==> config.mk <==
export PLATFORM = sky130hd
export DESIGN_NAME = sync_framed_packet_deframer_crc8
export DESIGN_NICKNAME = d
export VERILOG_FILES = /design/src/hw/rtl/sfd_pkg.sv /design/src/hw/rtl/sfd_cfg_regs.sv /design/src/hw/rtl/sfd_parser.sv /design/src/hw/rtl/sync_framed_packet_deframer_crc8.sv
export SDC_FILE = /design/constraint.sdc
export NUM_CORES = 1
export LEC_CHECK = 0
export ABC_AREA = 1
export BUFFER_PORTS_ARGS = -buffer_cell sky130_fd_sc_hd__buf_4
export CORE_MARGIN = 8
export CORE_UTILIZATION = 50
export CTS_CLUSTER_SIZE = 8
export DETAILED_ROUTE_END_ITERATION = 6
export GPL_TIMING_DRIVEN = 0
export PLACE_DENSITY = 0.77
export SETUP_SLACK_MARGIN = 0.5
export SYNTH_ARGS = -nofsm -noshare
export SYNTH_HDL_FRONTEND = slang
export SYNTH_SLANG_ARGS = --single-unit
==> constraint.sdc <==
create_clock -name clk -period 4.8 [get_ports clk]
set_clock_uncertainty 0.2 [all_clocks]
set_input_delay 0.48 -clock clk [delete_from_list [all_inputs] [get_ports clk]]
set_output_delay 0.48 -clock clk [all_outputs]
set_load 0.02 [all_outputs]
==> src/hw/rtl/sfd_pkg.sv <==
// ----------------------------------------------------------------------------
// sfd_pkg
// Shared types, register indexes and the byte-wide CRC-8 step for the
// sync-framed packet deframer.
// ----------------------------------------------------------------------------
package sfd_pkg;

    localparam int BYTE_W = 8;
    localparam int CFG_INDEX_W = 8;

    // configuration register indexes
    localparam logic [CFG_INDEX_W-1:0] REG_SYNC_FIRST  = 8'd0;
    localparam logic [CFG_INDEX_W-1:0] REG_SYNC_SECOND = 8'd1;
    localparam logic [CFG_INDEX_W-1:0] REG_CRC_POLY    = 8'd2;
    localparam logic [CFG_INDEX_W-1:0] REG_MAX_PAYLOAD = 8'd3;

    // register reset values
    localparam logic [BYTE_W-1:0] SYNC_FIRST_RST  = 8'hAA;
    localparam logic [BYTE_W-1:0] SYNC_SECOND_RST = 8'h55;
    localparam logic [BYTE_W-1:0] CRC_POLY_RST    = 8'h07;
    localparam logic [BYTE_W-1:0] MAX_PAYLOAD_RST = 8'd64;

    // result kinds
    localparam logic KIND_PAYLOAD   = 1'b0;
    localparam logic KIND_FRAME_END = 1'b1;

    // parser phases, one-hot
    typedef enum logic [5:0] {
        PH_SYNC1   = 6'b000001,
        PH_SYNC2   = 6'b000010,
        PH_CMD     = 6'b000100,
        PH_LEN     = 6'b001000,
        PH_PAYLOAD = 6'b010000,
        PH_CRC     = 6'b100000
    } phase_t;

    // configuration seen by the parser
    typedef struct packed {
        logic [BYTE_W-1:0] sync_first;
        logic [BYTE_W-1:0] sync_second;
        logic [BYTE_W-1:0] crc_polynomial;
        logic [BYTE_W-1:0] max_payload;
    } cfg_t;

    // one result item plus its valid flag
    typedef struct packed {
        logic              valid;
        logic              kind;
        logic [BYTE_W-1:0] command;
        logic [BYTE_W-1:0] length;
        logic [BYTE_W-1:0] position;
        logic [BYTE_W-1:0] data_byte;
        logic              crc_good;
    } result_t;

    // one byte through an MSB-first CRC-8, no reflection
    function automatic logic [BYTE_W-1:0] crc8_byte(
        input logic [BYTE_W-1:0] crc,
        input logic [BYTE_W-1:0] data,
        input logic [BYTE_W-1:0] poly
    );
        logic [BYTE_W-1:0] v;
        v = crc ^ data;
        for (int i = 0; i < BYTE_W; i++)
        begin
            if (v[BYTE_W-1])
                v = {v[BYTE_W-2:0], 1'b0} ^ poly;
            else
                v = {v[BYTE_W-2:0], 1'b0};
        end
        return v;
    endfunction

endpackage

==> src/hw/rtl/sfd_cfg_regs.sv <==
// ----------------------------------------------------------------------------
// sfd_cfg_regs
// Write-only configuration registers; writes to unknown indexes are dropped.
// ----------------------------------------------------------------------------
module sfd_cfg_regs
    import sfd_pkg::*;
(
    input  logic                   clk,
    input  logic                   rst_n,
    input  logic                   cfg_write,
    input  logic [CFG_INDEX_W-1:0] cfg_index,
    input  logic [BYTE_W-1:0]      cfg_data,
    output cfg_t                   cfg
);

    cfg_t cfg_reg;
    cfg_t cfg_next;

    // decode the write
    always_comb
    begin
        cfg_next = cfg_reg;
        if (cfg_write)
        begin
            case (cfg_index)
                REG_SYNC_FIRST:  cfg_next.sync_first     = cfg_data;
                REG_SYNC_SECOND: cfg_next.sync_second    = cfg_data;
                REG_CRC_POLY:    cfg_next.crc_polynomial = cfg_data;
                REG_MAX_PAYLOAD: cfg_next.max_payload    = cfg_data;
                default:         cfg_next = cfg_reg;
            endcase
        end
    end

    always_ff @(posedge clk or negedge rst_n)
    begin
        if (!rst_n)
        begin
            cfg_reg.sync_first     <= SYNC_FIRST_RST;
            cfg_reg.sync_second    <= SYNC_SECOND_RST;
            cfg_reg.crc_polynomial <= CRC_POLY_RST;
            cfg_reg.max_payload    <= MAX_PAYLOAD_RST;
        end
        else
        begin
            cfg_reg <= cfg_next;
        end
    end

    assign cfg = cfg_reg;

endmodule

==> src/hw/rtl/sfd_parser.sv <==
// ----------------------------------------------------------------------------
// sfd_parser
// Frame parser: sync hunt, header, payload and CRC check. Takes one byte
// per cycle when step is high and forms at most one result for it.
// ----------------------------------------------------------------------------
module sfd_parser
    import sfd_pkg::*;
(
    input  logic              clk,
    input  logic              rst_n,
    input  logic              step,
    input  logic [BYTE_W-1:0] rx_byte,
    input  cfg_t              cfg,
    output result_t           result
);

    phase_t            phase_reg, phase_next;
    logic [BYTE_W-1:0] command_reg, command_next;
    logic [BYTE_W-1:0] length_reg, length_next;
    logic [BYTE_W-1:0] index_reg, index_next;
    logic [BYTE_W-1:0] crc_reg, crc_next;
    logic [BYTE_W-1:0] crc_in;
    logic [BYTE_W-1:0] crc_stepped;
    logic [BYTE_W-1:0] index_inc;

    // one shared crc step; the command byte restarts from zero
    assign crc_in      = (phase_reg == PH_CMD) ? '0 : crc_reg;
    assign crc_stepped = crc8_byte(crc_in, rx_byte, cfg.crc_polynomial);
    assign index_inc   = index_reg + 8'd1;

    // next state and result
    always_comb
    begin
        phase_next   = phase_reg;
        command_next = command_reg;
        length_next  = length_reg;
        index_next   = index_reg;
        crc_next     = crc_reg;
        result       = '0;
        result.command = command_reg;

        case (phase_reg)
            PH_SYNC2:
            begin
                if (rx_byte == cfg.sync_second)
                    phase_next = PH_CMD;
                else if (rx_byte == cfg.sync_first)
                    phase_next = PH_SYNC2;
                else
                    phase_next = PH_SYNC1;
            end
            PH_CMD:
            begin
                command_next = rx_byte;
                crc_next     = crc_stepped;
                phase_next   = PH_LEN;
            end
            PH_LEN:
            begin
                length_next = rx_byte;
                index_next  = '0;
                crc_next    = crc_stepped;
                if (rx_byte > cfg.max_payload)
                    phase_next = PH_SYNC1;
                else if (rx_byte == '0)
                    phase_next = PH_CRC;
                else
                    phase_next = PH_PAYLOAD;
            end
            PH_PAYLOAD:
            begin
                result.valid     = 1'b1;
                result.kind      = KIND_PAYLOAD;
                result.length    = length_reg;
                result.position  = index_reg;
                result.data_byte = rx_byte;
                crc_next         = crc_stepped;
                index_next       = index_inc;
                if (index_inc >= length_reg)
                    phase_next = PH_CRC;
            end
            PH_CRC:
            begin
                result.valid = 1'b1;
                result.kind  = KIND_FRAME_END;
                if (crc_reg == rx_byte)
                begin
                    result.length   = length_reg;
                    result.crc_good = 1'b1;
                end
                phase_next = PH_SYNC1;
            end
            default:
            begin
                // hunting for the first sync byte
                if (rx_byte == cfg.sync_first)
                    phase_next = PH_SYNC2;
                else
                    phase_next = PH_SYNC1;
            end
        endcase

        if (!step)
            result.valid = 1'b0;
    end

    // parser state
    always_ff @(posedge clk or negedge rst_n)
    begin
        if (!rst_n)
        begin
            phase_reg   <= PH_SYNC1;
            command_reg <= '0;
            length_reg  <= '0;
            index_reg   <= '0;
            crc_reg     <= '0;
        end
        else if (step)
        begin
            phase_reg   <= phase_next;
            command_reg <= command_next;
            length_reg  <= length_next;
            index_reg   <= index_next;
            crc_reg     <= crc_next;
        end
    end

endmodule

==> src/hw/rtl/sync_framed_packet_deframer_crc8.sv <==
// ----------------------------------------------------------------------------
// sync_framed_packet_deframer_crc8
// Byte-serial deframer for sync/command/length/payload/CRC-8 frames.
//
// Input channel: rx_byte with in_valid/in_ready, one received byte per item.
// Output channel: out_valid/out_ready with kind, command, length, position,
// data_byte and crc_good. Each payload byte gives one item (kind 0); the
// CRC byte gives one frame-end item (kind 1) with the verdict, and length
// zero when the CRC does not match. Sync, header and oversized-length bytes
// give no item.
// Path: an accepted byte waits in the input register until the output
// register can take its result; the parser then steps on it and the result
// is held in the output register until taken.
// Throughput: one byte per cycle while out_ready stays high, set by the
// combinational CRC-8 step and parser update between the two registers.
// Configuration: cfg_write/cfg_index/cfg_data write one register per cycle;
// index 0 sync_first, 1 sync_second, 2 crc_polynomial, 3 max_payload.
// Reset: registers return to 0xAA, 0x55, 0x07, 64; the parser hunts for
// the first sync byte and both pipeline registers are empty.
// Stall: while out_ready is low a held result blocks the parser; the input
// register, if empty, still takes one more byte, after which in_ready drops.
// ----------------------------------------------------------------------------
module sync_framed_packet_deframer_crc8
    import sfd_pkg::*;
(
    input  logic                   clk,
    input  logic                   rst_n,
    // configuration
    input  logic                   cfg_write,
    input  logic [CFG_INDEX_W-1:0] cfg_index,
    input  logic [BYTE_W-1:0]      cfg_data,
    // input channel
    input  logic                   in_valid,
    output logic                   in_ready,
    input  logic [BYTE_W-1:0]      rx_byte,
    // output channel
    output logic                   out_valid,
    input  logic                   out_ready,
    output logic                   kind,
    output logic [BYTE_W-1:0]      command,
    output logic [BYTE_W-1:0]      length,
    output logic [BYTE_W-1:0]      position,
    output logic [BYTE_W-1:0]      data_byte,
    output logic                   crc_good
);

    cfg_t              cfg;
    result_t           result;
    logic              in_valid_reg;
    logic [BYTE_W-1:0] in_byte_reg;
    logic              out_valid_reg, out_valid_next;
    result_t           out_reg;
    logic              advance;

    // configuration registers
    sfd_cfg_regs u_cfg (
        .clk       (clk),
        .rst_n     (rst_n),
        .cfg_write (cfg_write),
        .cfg_index (cfg_index),
        .cfg_data  (cfg_data),
        .cfg       (cfg)
    );

    // parse the held byte when the output register can take its result
    assign advance  = in_valid_reg && (!out_valid_reg || out_ready);
    assign in_ready = !in_valid_reg || advance;

    sfd_parser u_parser (
        .clk     (clk),
        .rst_n   (rst_n),
        .step    (advance),
        .rx_byte (in_byte_reg),
        .cfg     (cfg),
        .result  (result)
    );

    // input register
    always_ff @(posedge clk or negedge rst_n)
    begin
        if (!rst_n)
            in_valid_reg <= 1'b0;
        else if (in_ready)
            in_valid_reg <= in_valid;
    end

    always_ff @(posedge clk)
    begin
        if (in_valid && in_ready)
            in_byte_reg <= rx_byte;
    end

    // output register
    always_comb
    begin
        if (advance)
            out_valid_next = result.valid;
        else if (out_ready)
            out_valid_next = 1'b0;
        else
            out_valid_next = out_valid_reg;
    end

    always_ff @(posedge clk or negedge rst_n)
    begin
        if (!rst_n)
            out_valid_reg <= 1'b0;
        else
            out_valid_reg <= out_valid_next;
    end

    always_ff @(posedge clk)
    begin
        if (advance && result.valid)
            out_reg <= result;
    end

    assign out_valid = out_valid_reg;
    assign kind      = out_reg.kind;
    assign command   = out_reg.command;
    assign length    = out_reg.length;
    assign position  = out_reg.position;
    assign data_byte = out_reg.data_byte;
    assign crc_good  = out_reg.crc_good;

endmodule

==> key figures, run 1 <==
Outcome
  • Outcome: finished, violations left
  • Failing checks: hold timing

Timing
  • Endpoints failing setup: 0
  • FMAX: ~270 MHz
  • Total negative slack: 0 ps
  • Hold Vio Cnt, Final: 5
  • Final setup margin: between 1000 and 1500 ps
  • Worst Tran Pin Value: approximately 900 ps
  • Slew headroom: 0.3917
  • Hold slack: -16.00 ps
  • Final Max Tran Viols: 0
  • RSZ-0062 raised after global routing: false
  • Fin crit period: ~3700 ps
  • Final worst-path cycle share: 0.7764

Drt
  • Vias: 5290
  • Starting DRT DRC Count: roughly 470
  • DR WL/cell: around 14 um
  • Routed vias/inst: just over 5
  • Routed WL: about 15 mm
  • ANT nets after route: 0
  • DR pass1 iterations: 6
  • DRC viols: 0

Clock network
  • CTS Buf Count: 17
  • CTS Buffer Depth: 2
  • Clock Sinks: 114
  • Clock latency on the worst-skew pair: approximately 420 ps
  • H-tree levels: 4
  • Hold Buf Count CTS: 0
  • Post-CTS Setup Bufs: 0
  • Root buffer cell: clkbuf_16
  • CTS tree: yes
  • CTS clk-pin slew, worst paths: ~50 ps
  • Post-cts sizing count: 0

Final layout
  • Area Overhead vs Synth: 20.69%
  • Antenna cells: 0
  • Final nets: 885
  • Fin util: 0.6160
  • Share of cells above drive strength 1: 0.1948
  • Max FFs per register: 32

Global route
  • Largest net degree at the start of global routing: 73
  • Initial antenna violation count: 0
  • Global route total overflow: 0
  • Vias in the first global route: roughly 5000
  • GRT Overall Usage: 0.1859
  • First-pass GRT wire length: 24.42 mm

Job
  • Max Cap Viol: 0

Yosys
  • Post-Synth XOR/XNOR Area: 0.08484
  • Top FF cell, synth: dfrtp_1
  • Dominant cell type by area after synthesis: dfrtp_1
  • Mean Syn Cell Area: about 8.5 um^2
  • Post-Syn Area: 6415 um^2
  • Seq cells post-synth: approximately 110
  • Post-synth EDFFs: 42
  • Synth warn: 0
  • Unique masters post-synth: 43
  • Synth Area in Compound Gates: 0.07334
  • Post-synth ARST share: 0.6316
  • Post-synth top area share: 0.2302
  • Syn Inst Count: roughly 760
  • Syn_nets: about 800
  • Post-synthesis sequential area ratio: 0.4800
  • Mux cell area share after synthesis: 0
  • Post-synthesis adder-cell area fraction: 0.03316
  • Combinational family with the most area after synthesis: simple AND/OR/NAND/NOR gates
  • Area contributors post-synth: dfrtp_1 23%, edfxtp_1 20%, nand2_1 11%
  • Synth Area in Simple Gates: 0.2563

Critical path
  • Arrival time at the worst endpoint: between 3000 and 4000 ps
  • Crit path from: in_byte_reg[7]
  • FF-to-FF path depth: 23
  • Slowest CP cell: edfxtp_1
  • Crit path required time: between 4000 and 5000 ps
  • CP top delay family: simple AND/OR/NAND/NOR gates
  • Worst-path cell chain: inv_1, nand4_1, nand2_4, nor2_1, nand2_2, nand3_4, nand2_2, inv_2, nor2_8, nand3_2, nand3_2, xor2_4, nand3_2, nand3_1, nor2_1, nor2_4, nand3_2, nand2_2, nor2_1, nand2_1, nand2_1, nand2_1, nand2_1
  • R2r setup slk: between 1000 and 1500 ps
  • Slowest cell delay on critical path: ~530 ps
  • Buf/Inv on CP: 2
  • Worst r2r src: in_byte_reg[7]
  • CP Class: flop to flop
  • CP Capture Type: flop
  • Worst-path fanout max: 10
  • Startpoint Class: flop
  • RR Endpoint: u_parser.crc_reg[5]

Power and ir drop
  • Leak: roughly 3.6 nW
  • Pwr per Cell Area: ~330 nW/um^2
  • Peak supply drop: 0.2016 mV

Floorplanning
  • Die X-Extent: ~130 um
  • Initial core utilization: 0.5104
  • Top-level port count: 65
  • Core Area: 12570 um^2
  • DIE AREA: about 17000 um^2
  • Die Height: approximately 130 um
  • Row cnt: just over 40

Placed design
  • Post-detail-place hpwl: between 10 and 15 mm
  • Port Buffers: 64
  • Placer congestion estimate: roughly 0.84
  • Dpl ws: approximately 1100 ps

Min path
  • Worst hold-check path type: input pin to async pin
==> synthesized netlist by cell type, types with 11 or more instances <==
master and number:
o21ai_0 66, nor2_1 65, xor2_1 31, nand3_1 39, dfrtp_1 59, clkbuf_1 11, edfxtp_1 42, xnor2_1 28
dfstp_2 13, nand2_1 184, nand2_2 15, ha_1 17, inv_1 90
==> placed cells by master (no fill, tap or decap), types with 2 or more instances in the layout <==
cell and count:
nor2_4 6, nor4_1 6, edfxtp_1 42, o21ai_0 66, nor2_1 64, clkbuf_16 19, o21a_1 2, o21ai_1 4
xnor2_1 28, nor3_1 7, nand2_1 184, buf_4 64, clkinv_1 2, a21oi_1 7, or2_2 10, nand3_4 2
nand4_1 10, o22ai_1 5, buf_1 2, nand3_2 6, nand2_2 15, dfrtp_1 59, nand3_1 39, buf_2 2
clkbuf_1 12, buf_6 2, dfstp_2 13, ha_1 17, xor2_1 31, inv_1 90, inv_2 10, clkinv_2 2
clkbuf_8 6
==> cell type report <==
| class | instances | area [um^2] |
|---|---|---|
| Clock inverter | 6 | 62.56 |
| Multi-Input combinational cell | 523 | 2879 |
| Timing Repair Buffer | 64 | 480.5 |
| Fill cell | 1035 | 4826 |
| Buffer | 17 | 81.33 |
| Sequential cell | 114 | 3079 |
| Clock buffer | 26 | 561.8 |
| Inverter | 102 | 382.9 |
| Tap cell | 172 | 215.2 |
==> stage by stage <==
stage	cell area (um^2)	std cells	total power [W]
after floorplan	6415	756	0.001199
after global placement	7111	992	0.001263
after detailed placement	7118	992	0.001269
after CTS	7742	1024	0.002550
after global routing	7742	1024	0.002629
final	7742	1024	0.002540
==> routing by layer <==
layer | track usage | part of all wire
met4 | 0.06980 | 0.015
met5 | 0 | 0
met1 | 0.2340 | 0.43
met2 | 0.3079 | 0.49
met3 | 0.03944 | 0.068
==> worst max-delay path by stage <==
| stage | to | slack (ps) | cells past startpoint |
|---|---|---|---|
| after global placement | position[1] | 1010 | 5 |
| after global routing | u_parser.crc_reg[7] | 730 | 25 |
| after CTS | u_parser.crc_reg[6] | 1090 | 22 |
| final | u_parser.crc_reg[5] | 1070 | 23 |
| after detailed placement | u_parser.crc_reg[4] | 1110 | 22 |
| after floorplan | u_parser.crc_reg[5] | 1670 | 26 |
==> power by group <==
group,switching (W),total [W],internal [W]
Combinational,0.000128,0.000206,0.0000780
Clock,0.000430,0.00129,0.000856
Sequential,0.0000183,0.00105,0.00103
==> logic make-up (layout without fill, tap and decap cells) <==
kind of cell    after synthesis  count (layout)
simple gates                357             357
compound gates               89              89
xor+xnor                     60              60
buf+inv                     119             215
fa+ha+maj                    17              17
flops                       114             114
Note: power is estimated with default switching activity, not from simulation.
==> inputs of run 2 (changes only) <==
ABC_AREA = 0   (was 1)
PLACE_DENSITY = 0.8   (was 0.77)
clock period = 3.1 ns   (was 4.8 ns; I/O delays follow)
==> key figures, run 2 <==
Outcome
  • Outcome: finished, violations left (unchanged)
  • Failing checks: DRC, setup timing (was hold timing)

Critical path
  • FF-to-FF path depth: 17 (was 23)
  • Slowest cell delay on critical path: 540 ps (was 530 ps)
  • Crit path required time: 3220 ps (was 4900 ps)
  • Startpoint Class: flop (unchanged)
  • Worst-path cell chain: or4_4, buf_8, o221a_4, o31ai_4, nand2_4, a211oi_4, nor3_4, buf_6, buf_4, o2111ai_2, o31ai_2, or3_4, buf_6, and4_1, or4_4, a2111o_1, a31oi_1 (was inv_1, nand4_1, nand2_4, nor2_1, nand2_2, nand3_4, nand2_2, inv_2, nor2_8, nand3_2, nand3_2, xor2_4, nand3_2, nand3_1, nor2_1, nor2_4, nand3_2, nand2_2, nor2_1, nand2_1, nand2_1, nand2_1, nand2_1)
  • RR Endpoint: u_parser.crc_reg[7] (was u_parser.crc_reg[5])
  • CP Class: flop to flop (unchanged)
  • Worst r2r src: u_parser.phase_reg[1] (was in_byte_reg[7])
  • Slowest CP cell: or4_4 (was edfxtp_1)
  • Buf/Inv on CP: 4 (was 2)
  • CP Capture Type: flop (unchanged)
  • R2r setup slk: -1920 ps (was 1070 ps)
  • Arrival time at the worst endpoint: 5140 ps (was 3820 ps)
  • CP top delay family: compound AO/OA/AOI/OAI gates (was simple AND/OR/NAND/NOR gates)
  • Worst-path fanout max: 10 (unchanged)

Timing
  • RSZ-0062 raised after global routing: true (was false)
  • Final worst-path cycle share: 1.620 (was 0.7764)
  • Endpoints failing setup: 8 (was 0)
  • FMAX: 199.1 MHz (was 268.3 MHz)
  • Final Max Tran Viols: 0 (unchanged)
  • Fin crit period: 5023 ps (was 3727 ps)
  • Worst Tran Pin Value: 930.8 ps (was 912.5 ps)
  • Hold Vio Cnt, Final: 0 (was 5)
  • Final setup margin: -1923 ps (was 1073 ps)
  • Slew headroom: 0.3795 (was 0.3917)

Power and ir drop
  • Total power: 0.004603 W (was 0.002540 W)
  • Pwr per Cell Area: 465.4 nW/um^2 (was 328.1 nW/um^2)
  • Peak supply drop: 0.4382 mV (was 0.2016 mV)
  • Leak: 3.877 nW (was 3.585 nW)

Final layout
  • Share of cells above drive strength 1: 0.4084 (was 0.1948)
  • Most common cell after layout, fill and taps aside: buf_4 (was nand2_1)
  • Non-filler cells, final: 1041 (was 1024)
  • Max FFs per register: 32 (unchanged)
  • Final nets: 890 (was 885)
  • Post-route cell area: 9891 um^2 (was 7742 um^2)
  • Antenna cells: 0 (unchanged)
  • Most frequent cells in the layout: 115 x buf_4, 53 x dfrtp_1, 51 x nand2_1, 45 x mux2_2, 42 x edfxtp_1 (was 184 x nand2_1, 90 x inv_1, 66 x o21ai_0, 64 x nor2_1, 64 x buf_4)
  • Area Overhead vs Synth: 37.43% (was 20.69%)

Floorplanning
  • Die Height: 136.0 um (was 129.3 um)
  • Initial core utilization: 0.5028 (was 0.5104)
  • DIE AREA: 18490 um^2 (was 16710 um^2)
  • Row cnt: 44 (was 41)
  • Top-level port count: 65 (unchanged)
  • Die X-Extent: 136.0 um (was 129.3 um)
  • Core Area: 14310 um^2 (was 12570 um^2)

Placed design
  • Area after DPL: 8004 um^2 (was 7118 um^2)
  • Port Buffers: 64 (unchanged)
  • Placer congestion estimate: 0.9244 (was 0.8447)
  • Post-detail-place hpwl: 12.79 mm (was 10.38 mm)
  • Placed Instances: 931 (was 992)
  • Dpl ws: -2143 ps (was 1113 ps)

Job
  • Max Cap Viol: 0 (unchanged)

Global route
  • First-pass GRT wire length: 33.21 mm (was 24.42 mm)
  • Initial antenna violation count: 0 (unchanged)
  • GRT Overall Usage: 0.2281 (was 0.1859)
  • Global route total overflow: 0 (unchanged)
  • Vias in the first global route: 6477 (was 4970)
  • Largest net degree at the start of global routing: 73 (unchanged)

Min path
  • Hold endpoint: in_valid_reg
  • Worst Hold Launch: out_ready
  • Worst Hold Depth: 3
  • Worst hold-check path type: input pin to flop (was input pin to async pin)

Yosys
  • Seq cells post-synth: 114 (unchanged)
  • Top FF cell, synth: dfrtp_1 (unchanged)
  • Count leader, synth: dfrtp_1 (was nand2_1)
  • Mean Syn Cell Area: 10.54 um^2 (was 8.485 um^2)
  • Synth top cells by count: 59 x dfrtp_1, 53 x nand2_1, 48 x mux2_2, 42 x edfxtp_1, 40 x xnor2_1 (was 184 x nand2_1, 90 x inv_1, 66 x o21ai_0, 65 x nor2_1, 59 x dfrtp_1)
  • Syn_nets: 729 (was 802)
  • Syn Inst Count: 683 (was 756)
  • Post-Syn Area: 7197 um^2 (was 6415 um^2)
  • Dominant cell type by area after synthesis: dfrtp_1 (unchanged)
  • Post-synthesis sequential area ratio: 0.4279 (was 0.4800)
  • Area contributors post-synth: dfrtp_1 21%, edfxtp_1 18%, mux2_2 7.5% (was dfrtp_1 23%, edfxtp_1 20%, nand2_1 11%)
  • Post-synth EDFFs: 42 (unchanged)
  • Post-synth ARST share: 0.6316 (unchanged)
  • Unique masters post-synth: 93 (was 43)
  • Post-synth top area share: 0.2051 (was 0.2302)
  • Synth warn: 0 (unchanged)

Clock network
  • Clock latency on the worst-skew pair: 410 ps (was 420 ps)
  • CTS clk-pin slew, worst paths: 60 ps (was 50 ps)
  • Clock Sinks: 114 (unchanged)
  • CTS Buf Count: 17 (unchanged)
  • CTS Buffer Depth: 2 (unchanged)
  • CTS tree: yes (unchanged)
  • Root buffer cell: clkbuf_16 (unchanged)
  • H-tree levels: 4 (unchanged)

Drt
  • DRC viols: 2 (was 0)
  • DR WL/cell: 21.22 um (was 14.39 um)
  • ANT nets after route: 0 (unchanged)
  • Routed WL: 22.09 mm (was 14.73 mm)
  • Routed vias/inst: 6.345 (was 5.166)
  • DR pass1 iterations: 7 (was 6)
  • Vias: 6605 (was 5290)
  • Starting DRT DRC Count: 612 (was 465)
==> run 2: cell count changes after synthesis, sizes merged, moves of 25 or more <==
cell / before / now
inv: 100 / 27
mux2: 0 / 48
nand2: 200 / 54
nand3: 47 / 22
nor2: 72 / 33
o21ai: 71 / 38
==> run 2: area by class of cell <==
type / count / area, um^2
Multi-Input combinational cell: 496 / 4415
Timing Repair inverter: 1 / 7.507
Timing Repair Buffer: 141 / 1180
Tap cell: 184 / 230.2
Clock buffer: 18 / 429.2
Buffer: 45 / 269.0
Clock inverter: 14 / 162.7
Inverter: 28 / 110.1
Sequential cell: 114 / 3087
Fill cell: 983 / 4423
==> run 2: stage by stage <==
stage	hold slack, ps	utilization	TNS [ps]
6_report	16.22	0.6910	-14180
5_1_grt	43.19	0.6910	-15030
4_1_cts	14.46	0.6670	-13100
3_5_place_dp	231.8	0.5592	-30950
3_3_place_gp	231.4	0.5592	-27020
2_1_floorplan	-185.6	-	-11060
==> run 2: report_power, final <==
| group | switching, W | internal [W] | leakage [nW] |
|---|---|---|---|
| logic | 0.000547 | 0.000441 | 2.30 |
| clock network | 0.000702 | 0.00126 | 0.284 |
| registers | 0.0000408 | 0.00161 | 1.29 |
| total | 0.00129 | 0.00331 | 3.88 |
==> run 2: routing by layer <==
layer | track usage | vias to the layer above | wire, um
li1 | - | 2911 | -
met4 | 0.1147 | 0 | 822
met5 | 0 | - | 0
met2 | 0.3778 | 364 | 10800
met1 | 0.2723 | 3240 | 8555
met3 | 0.05432 | 90 | 1904
==> run 2: how the worst max path moves through the flow <==
stage,endpoint,cells after the start,start,slack [ps]
floorplan,u_parser.crc_reg[6],14,u_parser.phase_reg[1],-1540
global placement,u_parser.crc_reg[7],16,in_byte_reg[7],-2040
detailed placement,u_parser.crc_reg[6],15,in_byte_reg[7],-2140
CTS,u_parser.crc_reg[6],18,u_parser.phase_reg[1],-1770
global route,u_parser.crc_reg[6],16,u_parser.phase_reg[1],-2030
finish,u_parser.crc_reg[7],17,u_parser.phase_reg[1],-1920
==> run 2: worst min-delay path, stage by stage <==
cell and delay [ps]:
buf_4 80, nand3b_1 130, nand2b_1 60
==> run 2: what timing repair did <==
item / 4_1_cts / 5_1_grt
endpoints found under the setup margin: 84 / 73
hold buffers: 18 / 0
setup buffers: 38 / 20
pin swaps: 57 / 28
gates cloned: 1 / 1
hold endpoints to repair: 99 / 0
resized for setup: 90 / 46
==> run 2: cells by family after synthesis <==
group                      synth area share
and+or+nand+nor                      0.1594
AOI/OAI and AO/OA                    0.1885
DFF                                  0.4279
buffers and inverters               0.04294
xor gates and xnor gates            0.07667
muxes                               0.07510
adders and majority gates           0.02955
==> inputs of run 3 (changes only) <==
PLACE_DENSITY = 0.77   (was 0.8)
clock period = 6.16 ns   (was 3.1 ns; I/O delays follow)
==> key figures, run 3 (synthesis gave the netlist of run 2 again) <==
Outcome
  • Outcome: finished clean (was finished, violations left)

Drt
  • Routed WL: 19.25 mm (was 22.09 mm)
  • Vias: 6068 (was 6605)
  • DRC viols: 0 (was 2)
  • DR WL/cell: 19.90 um (was 21.22 um)
  • ANT nets after route: 0 (unchanged)
  • Routed vias/inst: 6.275 (was 6.345)
  • Starting DRT DRC Count: 562 (was 612)
  • DR pass1 iterations: 5 (was 7)

Clock network
  • Hold Buf Count CTS: 0 (was 18)
  • CTS clk-pin slew, worst paths: 50 ps (was 60 ps)
  • CTS tree: yes (unchanged)
  • Clock latency on the worst-skew pair: 410 ps (about the same)
  • H-tree levels: 4 (unchanged)
  • Clock Sinks: 114 (unchanged)
  • Root buffer cell: clkbuf_16 (unchanged)
  • CTS Buffer Depth: 2 (unchanged)
  • CTS Buf Count: 17 (unchanged)

Final layout
  • Fillers: 1160 (was 983)
  • Max FFs per register: 32 (unchanged)
  • Register area: 3079 um^2 (was 3087 um^2)
  • Antenna cells: 0 (unchanged)
  • Most common cell after layout, fill and taps aside: buf_4 (unchanged)
  • Multi-input gate area: 3825 um^2 (was 4415 um^2)
  • Most frequent cells in the layout: 70 x buf_4, 59 x dfrtp_1, 53 x nand2_1, 48 x mux2_2, 42 x edfxtp_1 (was 115 x buf_4, 53 x dfrtp_1, 51 x nand2_1, 45 x mux2_2, 42 x edfxtp_1)
  • Final nets: 816 (was 890)
  • Share of cells above drive strength 1: 0.2605 (was 0.4084)
  • Area Overhead vs Synth: 17.89% (was 37.43%)

Timing
  • Worst Tran Pin Value: 1245 ps (was 930.8 ps)
  • RSZ-0062 raised after global routing: false (was true)
  • Final Max Tran Viols: 0 (unchanged)
  • Final worst-path cycle share: 0.8653 (was 1.620)
  • Endpoints failing setup: 0 (was 8)
  • Total negative slack: 0 ps (was -14180 ps)
  • Hold slack: 129.7 ps (was 16.22 ps)
  • Fin crit period: 5330 ps (was 5023 ps)
  • Hold Vio Cnt, Final: 0 (unchanged)
  • FMAX: 187.6 MHz (was 199.1 MHz)
  • Slew headroom: 0.1693 (was 0.3795)

Power and ir drop
  • Combinational power share: 0.176 (was 0.215)
  • Psw: 0.0005761 W (was 0.001290 W)
  • Cell-internal power: 0.001503 W (was 0.003313 W)
  • Total power: 0.002079 W (was 0.004603 W)
  • Clk pwr share: 0.424 (was 0.426)
  • Seq pwr share: 0.400 (was 0.360)
  • Peak supply drop: 0.1833 mV (was 0.4382 mV)
  • Net Sw Frac: 0.2771 (was 0.2802)
  • Leak: 3.340 nW (was 3.877 nW)
  • Pwr per Cell Area: 245.1 nW/um^2 (was 465.4 nW/um^2)

Floorplanning
  • Top-level port count: 65 (unchanged)
  • DIE AREA: 18490 um^2 (unchanged)
  • Core Area: 14310 um^2 (unchanged)
  • Die Height: 136.0 um (unchanged)
  • Row cnt: 44 (unchanged)
  • Initial core utilization: 0.5028 (unchanged)
  • Die X-Extent: 136.0 um (unchanged)

Global route
  • Largest net degree at the start of global routing: 73 (unchanged)
  • Vias in the first global route: 6045 (was 6477)
  • First-pass GRT wire length: 30.86 mm (was 33.21 mm)
  • Global route total overflow: 0 (unchanged)
  • GRT Overall Usage: 0.2106 (was 0.2281)
  • Initial antenna violation count: 0 (unchanged)

Critical path
  • Arrival time at the worst endpoint: 5430 ps (was 5140 ps)
  • FF-to-FF path depth: 16 (was 17)
  • Slowest cell delay on critical path: 620 ps (was 540 ps)
  • Crit path from: in_byte_reg[7] (was u_parser.phase_reg[1])
  • Worst-path fanout max: 10 (unchanged)
  • Slowest CP cell: or4_1 (was or4_4)
  • Startpoint Class: flop (unchanged)
  • Worst r2r src: in_byte_reg[7] (was u_parser.phase_reg[1])
  • Critical Path Sink: u_parser.crc_reg[6] (was u_parser.crc_reg[7])
  • R2r setup slk: 830 ps (was -1920 ps)
  • RR Endpoint: u_parser.crc_reg[6] (was u_parser.crc_reg[7])
  • Crit path required time: 6260 ps (was 3220 ps)
  • CP Capture Type: flop (unchanged)
  • Worst-path cell chain: buf_2, xor2_1, a221oi_1, or4_1, buf_2, o211ai_1, a2bb2oi_2, nand3_1, nand2_1, o22ai_1, o21ai_0, clkbuf_1, a31oi_1, or4_1, a2111o_1, a31o_1 (was or4_4, buf_8, o221a_4, o31ai_4, nand2_4, a211oi_4, nor3_4, buf_6, buf_4, o2111ai_2, o31ai_2, or3_4, buf_6, and4_1, or4_4, a2111o_1, a31oi_1)
  • CP Class: flop to flop (unchanged)

Placed design
  • Post-detail-place hpwl: 13.81 mm (was 12.79 mm)
  • Port Buffers: 64 (unchanged)
  • Placer congestion estimate: 0.9150 (was 0.9244)

Job
  • Max Cap Viol: 0 (unchanged)

Min path
  • Worst hold-check path type: input pin to async pin (was input pin to flop)
-- run 3: worst min path at each step --
stage / slack [ps] / startpoint / end / cells past startpoint
3_5_place_dp: 230 / u_parser.command_reg[2] / command[2] / 0
3_3_place_gp: 230 / u_parser.command_reg[2] / command[2] / 0
4_1_cts: 170 / rst_n / u_cfg.cfg[3] / 1
6_report: 130 / rst_n / u_cfg.cfg[3] / 1
2_1_floorplan: 120 / rst_n / in_valid_reg / 0
5_1_grt: 160 / rx_byte[2] / in_byte_reg[2] / 1
-- run 3: cell type report --
type / count / share of cell area
Buffer: 45 / 0.02404
Timing Repair Buffer: 68 / 0.06017
Clock buffer: 20 / 0.05147
Clock inverter: 12 / 0.01106
Multi-Input combinational cell: 496 / 0.4508
Sequential cell: 114 / 0.3629
Tap cell: 184 / 0.02713
Inverter: 28 / 0.01239
-- run 3: power groups by stage --
stage	clock network (W)	registers (W)	logic [W]
2_1_floorplan	0	0.000837	0.000260
3_5_place_dp	0	0.000843	0.000355
3_3_place_gp	0	0.000842	0.000344
6_report	0.000883	0.000831	0.000366
5_1_grt	0.000928	0.000833	0.000396
4_1_cts	0.000890	0.000830	0.000359
-- run 3: worst max-delay path: cells and delay by family, from the launching register on --
family / cells / cell delay [ps]
xor+xnor: 1 / 360
flops: 1 / 410
simple gates: 4 / 1520
buf+inv: 3 / 810
compound gates: 8 / 1910
-- run 3: per-layer routing --
layer	share of wire	vias up	GRT usage	wire length, um
met1	0.43	3011	0.2675	8240
met4	0.023	0	0.08481	436
li1	-	2765	-	-
met5	0	-	0	0
met3	0.068	41	0.04730	1314
met2	0.48	251	0.3411	9255
-- run 3: metrics by stage --
stage	cell area [um^2]	setup WS, ps	cells	utilization
6_report	8484	829.6	967	0.5927
5_1_grt	8484	537.5	967	0.5927
4_1_cts	8438	857.5	963	0.5895
3_5_place_dp	7908	886.0	931	0.5524
3_3_place_gp	7908	913.3	931	0.5524
2_1_floorplan	7197	1463	683	-
-- run 3: what timing repair did --
action	4_1_cts	5_1_grt
endpoints found under the setup margin	0	1
resized for setup	0	2
buffers inserted	0	4
